**config.mk**
```make
export PLATFORM = sky130hd
export DESIGN_NAME = bps_divider
export DESIGN_NICKNAME = d
export VERILOG_FILES = /design/src/rtl/ballistic_pitch_solver_defines.svh /design/src/rtl/bps_pkg.sv /design/src/rtl/bps_divider.sv
export SDC_FILE = /design/constraint.sdc
export NUM_CORES = 2
export LEC_CHECK = 0
export BUFFER_PORTS_ARGS = -buffer_cell sky130_fd_sc_hd__buf_2
export CAP_MARGIN = 40
export CORE_MARGIN = 2
export CORE_UTILIZATION = 60
export DETAILED_ROUTE_END_ITERATION = 7
export GPL_TIMING_DRIVEN = 0
export PLACE_DENSITY = 0.81
export REMOVE_ABC_BUFFERS = 1
export SLEW_MARGIN = 20
export SYNTH_ARGS = -nofsm -noshare
export SYNTH_HDL_FRONTEND = slang
export SYNTH_SLANG_ARGS = --single-unit
export TNS_END_PERCENT = 10
```
**constraint.sdc**
```tcl
create_clock -name clk -period 4.55 [get_ports clk]
set_input_delay 0.455 -clock clk [delete_from_list [all_inputs] [get_ports clk]]
set_output_delay 0.455 -clock clk [all_outputs]
set_load 0.03 [all_outputs]
```
**src/rtl/ballistic_pitch_solver_defines.svh**
```systemverilog
// Assertion macros shared by the ballistic pitch solver RTL.
// Depends on nothing; users must have clk and rst in scope.
`ifndef BALLISTIC_PITCH_SOLVER_DEFINES_SVH
`define BALLISTIC_PITCH_SOLVER_DEFINES_SVH

// Same-cycle implication, disabled while in reset.
`define BPS_ASSERT_SAME(label, pre, post) \
  label: assert property (@(posedge clk) disable iff (rst) (pre) |-> (post)) \
    else $error("ballistic_pitch_solver: check failed");

// Next-cycle implication, disabled while in reset.
`define BPS_ASSERT_NEXT(label, pre, post) \
  label: assert property (@(posedge clk) disable iff (rst) (pre) |=> (post)) \
    else $error("ballistic_pitch_solver: check failed");

`endif

```
**src/rtl/bps_pkg.sv**
```systemverilog
// Constants and tables shared by the ballistic pitch solver modules.
// Depends on nothing.
package bps_pkg;

  localparam logic [15:0] GRAVITY_RESET = 16'd40072;

  localparam int SQ1_W = 74;   // discriminant radicand width
  localparam int SQ2_W = 108;  // magnitude radicand width, scaled by 2^32
  localparam int NA_W = 37;    // magnitude of the numerator
  localparam int QW_W = 32;    // G*D and G*V
  localparam int R_W = SQ2_W / 2;
  localparam int TIME_W = 24;
  localparam logic [TIME_W-1:0] TIME_MAX = '1;
  localparam int ANGLE_MAX = 25736;

  localparam int CORDIC_STEPS = 25;
  localparam int CORDIC_LAT = CORDIC_STEPS + 3;
  localparam int DIV_LAT = TIME_W + 2;

  // atan(2^-i) in units of 2^-24 rad.
  localparam logic [23:0] ATAN_TAB [0:CORDIC_STEPS-1] = '{
    24'd13176795, 24'd7778716, 24'd4110060, 24'd2086331, 24'd1047214,
    24'd524117, 24'd262123, 24'd131069, 24'd65536, 24'd32768,
    24'd16384, 24'd8192, 24'd4096, 24'd2048, 24'd1024,
    24'd512, 24'd256, 24'd128, 24'd64, 24'd32,
    24'd16, 24'd8, 24'd4, 24'd2, 24'd1
  };

endpackage

```
**src/rtl/bps_divider.sv**
```systemverilog
// Pipelined restoring divider for the flight time: saturation test,
// one quotient bit per stage, then round half up. Depends on bps_pkg.
module bps_divider
  import bps_pkg::*;
#(
  parameter int SIDE_W = 8
) (
  input  logic              clk,
  input  logic              rst,
  input  logic              in_valid,
  input  logic [R_W-1:0]    dividend,
  input  logic [QW_W-1:0]   divisor,
  input  logic [SIDE_W-1:0] in_side,
  output logic              out_valid,
  output logic [TIME_W-1:0] quotient,
  output logic [SIDE_W-1:0] out_side
);
  logic              valid [0:TIME_W];
  logic              sat   [0:TIME_W];
  logic [QW_W-1:0]   rem   [0:TIME_W];
  logic [TIME_W-1:0] low   [0:TIME_W];
  logic [TIME_W-1:0] quo   [0:TIME_W];
  logic [QW_W-1:0]   dsr   [0:TIME_W];
  logic [SIDE_W-1:0] side  [0:TIME_W];

  // Entry stage: a quotient of 2^24 or more saturates.
  always_ff @(posedge clk) begin
    if (rst) begin
      valid[0] <= 1'b0;
    end else begin
      valid[0] <= in_valid;
    end
    sat[0]  <= QW_W'(dividend[R_W-1:TIME_W]) >= divisor;
    rem[0]  <= QW_W'(dividend[R_W-1:TIME_W]);
    low[0]  <= dividend[TIME_W-1:0];
    quo[0]  <= '0;
    dsr[0]  <= divisor;
    side[0] <= in_side;
  end

  for (genvar k = 0; k < TIME_W; k++) begin : g_step
    logic [QW_W:0] rem_sh;
    logic          fits;

    always_comb begin
      rem_sh = {rem[k], low[k][TIME_W-1]};
      fits   = rem_sh >= {1'b0, dsr[k]};
    end

    always_ff @(posedge clk) begin
      if (rst) begin
        valid[k+1] <= 1'b0;
      end else begin
        valid[k+1] <= valid[k];
      end
      sat[k+1]  <= sat[k];
      rem[k+1]  <= fits ? QW_W'(rem_sh - {1'b0, dsr[k]}) : rem_sh[QW_W-1:0];
      low[k+1]  <= {low[k][TIME_W-2:0], 1'b0};
      quo[k+1]  <= {quo[k][TIME_W-2:0], fits};
      dsr[k+1]  <= dsr[k];
      side[k+1] <= side[k];
    end
  end

  logic            round_up;
  logic [TIME_W:0] rounded;

  always_comb begin
    round_up = {rem[TIME_W], 1'b0} >= {1'b0, dsr[TIME_W]};
    rounded  = (TIME_W+1)'(quo[TIME_W]) + (TIME_W+1)'(round_up);
  end

  always_ff @(posedge clk) begin
    if (rst) begin
      out_valid <= 1'b0;
    end else begin
      out_valid <= valid[TIME_W];
    end
    quotient <= (sat[TIME_W] || rounded[TIME_W]) ? TIME_MAX : rounded[TIME_W-1:0];
    out_side <= side[TIME_W];
  end

endmodule

```
# Yosys cells after proc, flatten, opt, wreduce, memory -nomap -nowiden
# Memory sizes are Yosys's and may differ from the RTL's. A register that Yosys moved wholly into a read port is not among the register bits.
# Cells that the tools add are included.
[totals]
memories = 7
ff_bits = 24
out_inout_bits = 33
ram_bits = 3050
in_bits = 97
[memory_table]
columns = ["name", "words", "word_bits", "rd", "rd_ports_with_merged_regs", "wr", "line", "rtl"]
rows = [
  ["dsr", 25, 32, 25, 0, 25, "bps_divider.sv:23", "logic [QW_W-1:0] dsr [0:TIME_W];"],
  ["rem", 25, 32, 25, 0, 25, "bps_divider.sv:20", "logic [QW_W-1:0] rem [0:TIME_W];"],
  ["low", 25, 24, 24, 0, 25, "bps_divider.sv:21", "logic [TIME_W-1:0] low [0:TIME_W];"],
  ["quo", 25, 24, 25, 0, 25, "bps_divider.sv:22", "logic [TIME_W-1:0] quo [0:TIME_W];"],
  ["side", 25, 8, 25, 1, 25, "bps_divider.sv:24", "logic [SIDE_W-1:0] side [0:TIME_W];"],
  ["sat", 25, 1, 25, 0, 25, "bps_divider.sv:19", "logic sat [0:TIME_W];"],
  ["1 more memories", "n/a", "n/a", "n/a", "n/a", "n/a", "n/a", ""],
]
[classes]
muxes = 52
reduce_logical = 1
bitwise = 25
addsub = 25
order_cmp = 26
[op_table]
columns = ["op", "n"]
rows = [
  ["greater-or-equal comparator 33 x 32 -> 1 bit", 25],
  ["2-to-1 mux 32 bit", 24],
  ["subtractor 32 bit", 24],
  ["greater-or-equal comparator 30 x 32 -> 1 bit", 1],
  ["2-to-1 mux 1 bit", 28],
  ["adder 24 x 1 -> 25 bit", 1],
  ["bitwise OR 1 bit", 25],
  ["logical OR 1 bit", 1],
]

# Depth between registers and ports, before layout
[depth]
depth_word = 3
ltp_mapped = 21

# Worst setup path before layout
# No wires, ideal clock.
[synth_path]
kind = "flip-flop to flip-flop"
start = "memory dsr[9][1]"
end = "memory rem[10][4] (netlist: rem[1][68])"
arrival_ns = 3.343
stages_incl_launch_ff = 15
path_slack_ns = 1.086
path_cell_list = "dfxtp_1 > inv_1 > ha_1 > nor2b_4 > o31a_1 > o221ai_2 > a21oi_2 > a2111oi_2 > o21ba_1 > o211ai_1 > a21oi_2 > nand2_2 > a2111oi_4 > buf_6 > mux2_4"
[synth_lines]
columns = ["item", "line"]
rows = [
  ["from (decl)", "bps_divider.sv:23"],
  ["to (decl)", "bps_divider.sv:20"],
]

==> impl_metrics.yaml <==
run_status:
  status: "finished clean"
worst_setup_path:
  worstPathRequired_ns: 5.31
  rrSetupSlack_ns: 0.20
  r2r_cells: 16
  critPathKind: "flip-flop to flip-flop"
  cp_common_cell: "buf_4"
  critPathLaunchType: "flip-flop"
  reg2reg_to: "rem[0][102]$_DFF_P_"
  slowest_stage: "o311ai_1"
  crit_path_max_incr_delay_ns: 0.43
  r2r-start: "dsr[2][1]$_DFF_P_"
  cp.arrival_ns: 5.12
  end_kind: "flip-flop"
  critical_path_peak_fanout: 11
  path_cells: "inv_1 -> ha_1 -> nor2b_1 -> o2111ai_1 -> a31oi_1 -> o21ai_2 -> o311ai_1 -> nand2_1 -> o311ai_2 -> a41oi_1 -> a21oi_1 -> a2111oi_4 -> buf_4 -> buf_4 -> buf_4 -> mux2_1"
logic_synthesis:
  syn_avg_cell_area_um2: 9.96
  yosysWarnings: 0
  synth_ff_type: "dfxtp_1"
  ys_seq_area_frac: 0.497
  async_flop_share: 0
  yosysMostFrequentCell: "dfxtp_1"
  yosys-top-cells-area: "dfxtp_1 (50%), ha_1 (10%), inv_1 (3.8%), a21oi_1 (3.7%), xnor2_1 (3.5%)"
  yosys-top-cells-count: "dfxtp_1 (2481), inv_1 (1008), ha_1 (830), a21oi_1 (741), nand2_1 (645)"
  synth_area_um2: 99900
  yosysUniqueCellTypes: 96
  synth_edf_count: 0
  synthCells: 10000
  yosysTopAreaCellShare: 0.497
  yosysTopAreaCell: "dfxtp_1"
  synth_seq_cells: 2481
cells_and_area:
  final_nets: 11300
  design_area_um2: 113000
  instances_no_fill: 12700
  multi_input_area_um2: 45900
  seq_area_um2: 49700
  synthToLayoutAreaGrowth_pct: 13.3
  fillers: 12300
  layout-drive-gt1-share: 0.0923
  fin_util: 0.685
clock_tree:
  cts_made_buffers: 232
  cts_tree: "done"
  clockRootBuffer: "clkbuf_16"
  clk_transition_reported_paths_ns: 0.06
  numClockSinks: 2481
  clockBufferDepth: 3
  clk_latency_ns: 0.88
  htreeDepth: 4
sta:
  relSlewSlack: 0.421
  rsz0062_at_grt: "false"
  slew_violations: 0
  fin_skew_ns: 0.0376
  fin_hold_ws_ns: 0.200
  tns_ns: 0
  finalWorstPathRequiredPeriod_ns: 4.35
  hold_violations: 0
  fin_crit_sh: 0.956
  worst_pin_slew_ns: 0.861
  setup_ws_ns: 0.198
  setup_viol: 0
  fmaxAchievable_mhz: 230
power:
  pwr-share-seq: 0.336
  p_clk_frac: 0.229
  power_frac_comb: 0.435
  leakage_nw: 52.6
  switching_power_mw: 34.1
  power.density_nw_per_um2: 816
  finalPower_mw: 92.4
  ir_drop_v: 0.000532
  internal-power_mw: 58.2
  sw_frac_of_total: 0.369
worst_hold_path:
  hp-class: "input pin to flip-flop"
  min_from: "dividend[18]"
  min_to: "low[0][18]$_DFF_P_"
  hold_path_depth: 2
die:
  start_util: 0.605
  fp-row-count: 149
  fp.dieW_um: 412
  core_area_um2: 165000
  io_pins: 130
  die_area_um2: 170000
  die_h_um: 412
global_routing:
  globalRouteOverflowTotal: 0
  grtUsageTotal: 0.264
  grt_pass1_vias: 68900
  grt_pass1_wl_um: 360000
  antenna_found_initial: 11
  grt_max_degree: 63
placed_design:
  gp_congestion: 0.970
  dp.cells: 12200
  dpl.hpwl_um: 172000
  pre_cts_ws_ns: -0.488
  place_area_um2: 103000
  port_buffers: 129
job:
  drv_cap: 0
route:
  drt_iter0_drc: 5140
  first_pass_iters: 8
  ant_nets: 0
  wl_per_cell_um: 17.9
  vias: 70600
  drc: 0
  viasPerCell: 5.55
  wirelength_um: 228000
## critical path: cells and delay by family, from the launching register on
| family | cells | cell delay [ns] |
|---|---|---|
| compound gates | 8 | 2.13 |
| fa+ha+maj | 1 | 0.29 |
| buf+inv | 4 | 0.68 |
| flops | 1 | 0.40 |
| mux | 1 | 0.32 |
| simple gates | 2 | 0.40 |
## state kept, by name (all words and copies together) (netlist names)
signal / count
sat: 25
valid: 25
quotient: 24
quo: 300
out_side: 8
rem: 798
out_valid: 1
low: 300
side: 200
dsr: 800
## layout make-up
class,count,share of cell area
flip-flops and latches,2481,0.439
clock buffers,301,0.0571
clock inverters,135,0.0195
inverters,1010,0.0335
repair buffers,273,0.0208
diodes,2,0.0000442
well taps,2189,0.0242
multi-input cells,6349,0.406
## per-layer routing
metal	vias up	track usage	wire length, um
li1	35100	-	-
met1	32900	0.348	102000
met2	2192	0.428	102000
met3	469	0.0429	14200
met4	4	0.112	9470
met5	-	0	27
## worst max-delay path by stage
stage,from,endpoint,slack (ns)
final,dsr[2][1]$_DFF_P_,rem[0][102]$_DFF_P_,0.20
after global routing,dsr[9][1]$_DFF_P_,rem[1][67]$_DFF_P_,0.01
after CTS,dsr[12][1]$_DFF_P_,rem[1][172]$_DFF_P_,0.009
after detailed placement,dsr[24][16]$_DFF_P_,quotient[3]$_SDFF_PP1_,-0.49
after global placement,dsr[21][1]$_DFF_P_,rem[2][206]$_DFF_P_,-4.45
after floorplan,dsr[20][3]$_DFF_P_,rem[2][163]$_DFF_P_,-1.19
## logic make-up after synthesis
logic type                 Yosys count  synth area share
and+or+nand+nor                   2020            0.0959
adders and majority gates          854             0.109
muxes                              318            0.0363
buffers and inverters             1204            0.0460
DFF                               2481             0.497
AOI/OAI and AO/OA                 2474             0.156
xor gates and xnor gates           682            0.0598
## power groups by stage
stage | logic [mW] | registers (mW) | clock network, mW
floorplan | 30.2 | 30.0 | 0
global placement | 37.6 | 31.2 | 0
detailed placement | 39.0 | 31.3 | 0
CTS | 39.6 | 30.9 | 21.6
global route | 44.3 | 31.4 | 22.4
finish | 40.2 | 31.0 | 21.2
## cell usage in the layout, fill, tap and decap left out, types with 94 or more instances in the layout
cell,n
nand2b_1,98
inv_1,1008
o21ai_0,597
a21o_1,430
nor2b_1,137
dlygate4sd3_1,97
mux2_2,260
dfxtp_1,2480
xor2_1,285
nor2_1,501
nand3_1,159
a21oi_1,741
o21a_1,94
nor3_1,103
ha_1,830
buf_2,130
nand2_1,645
o21bai_1,94
clkbuf_16,234
xnor2_1,397
nand4_1,119
## what timing repair did
action / in CTS / in global routing
cloned: 0 / 1
pin swaps: 1 / 3
resized for setup: 5 / 16
endpoints found under the setup margin: 49 / 83
buffers inserted: 1 / 3
endpoints found under the hold margin: 121 / 0
hold buffers: 97 / 0
(Power assumes the default switching activity.)
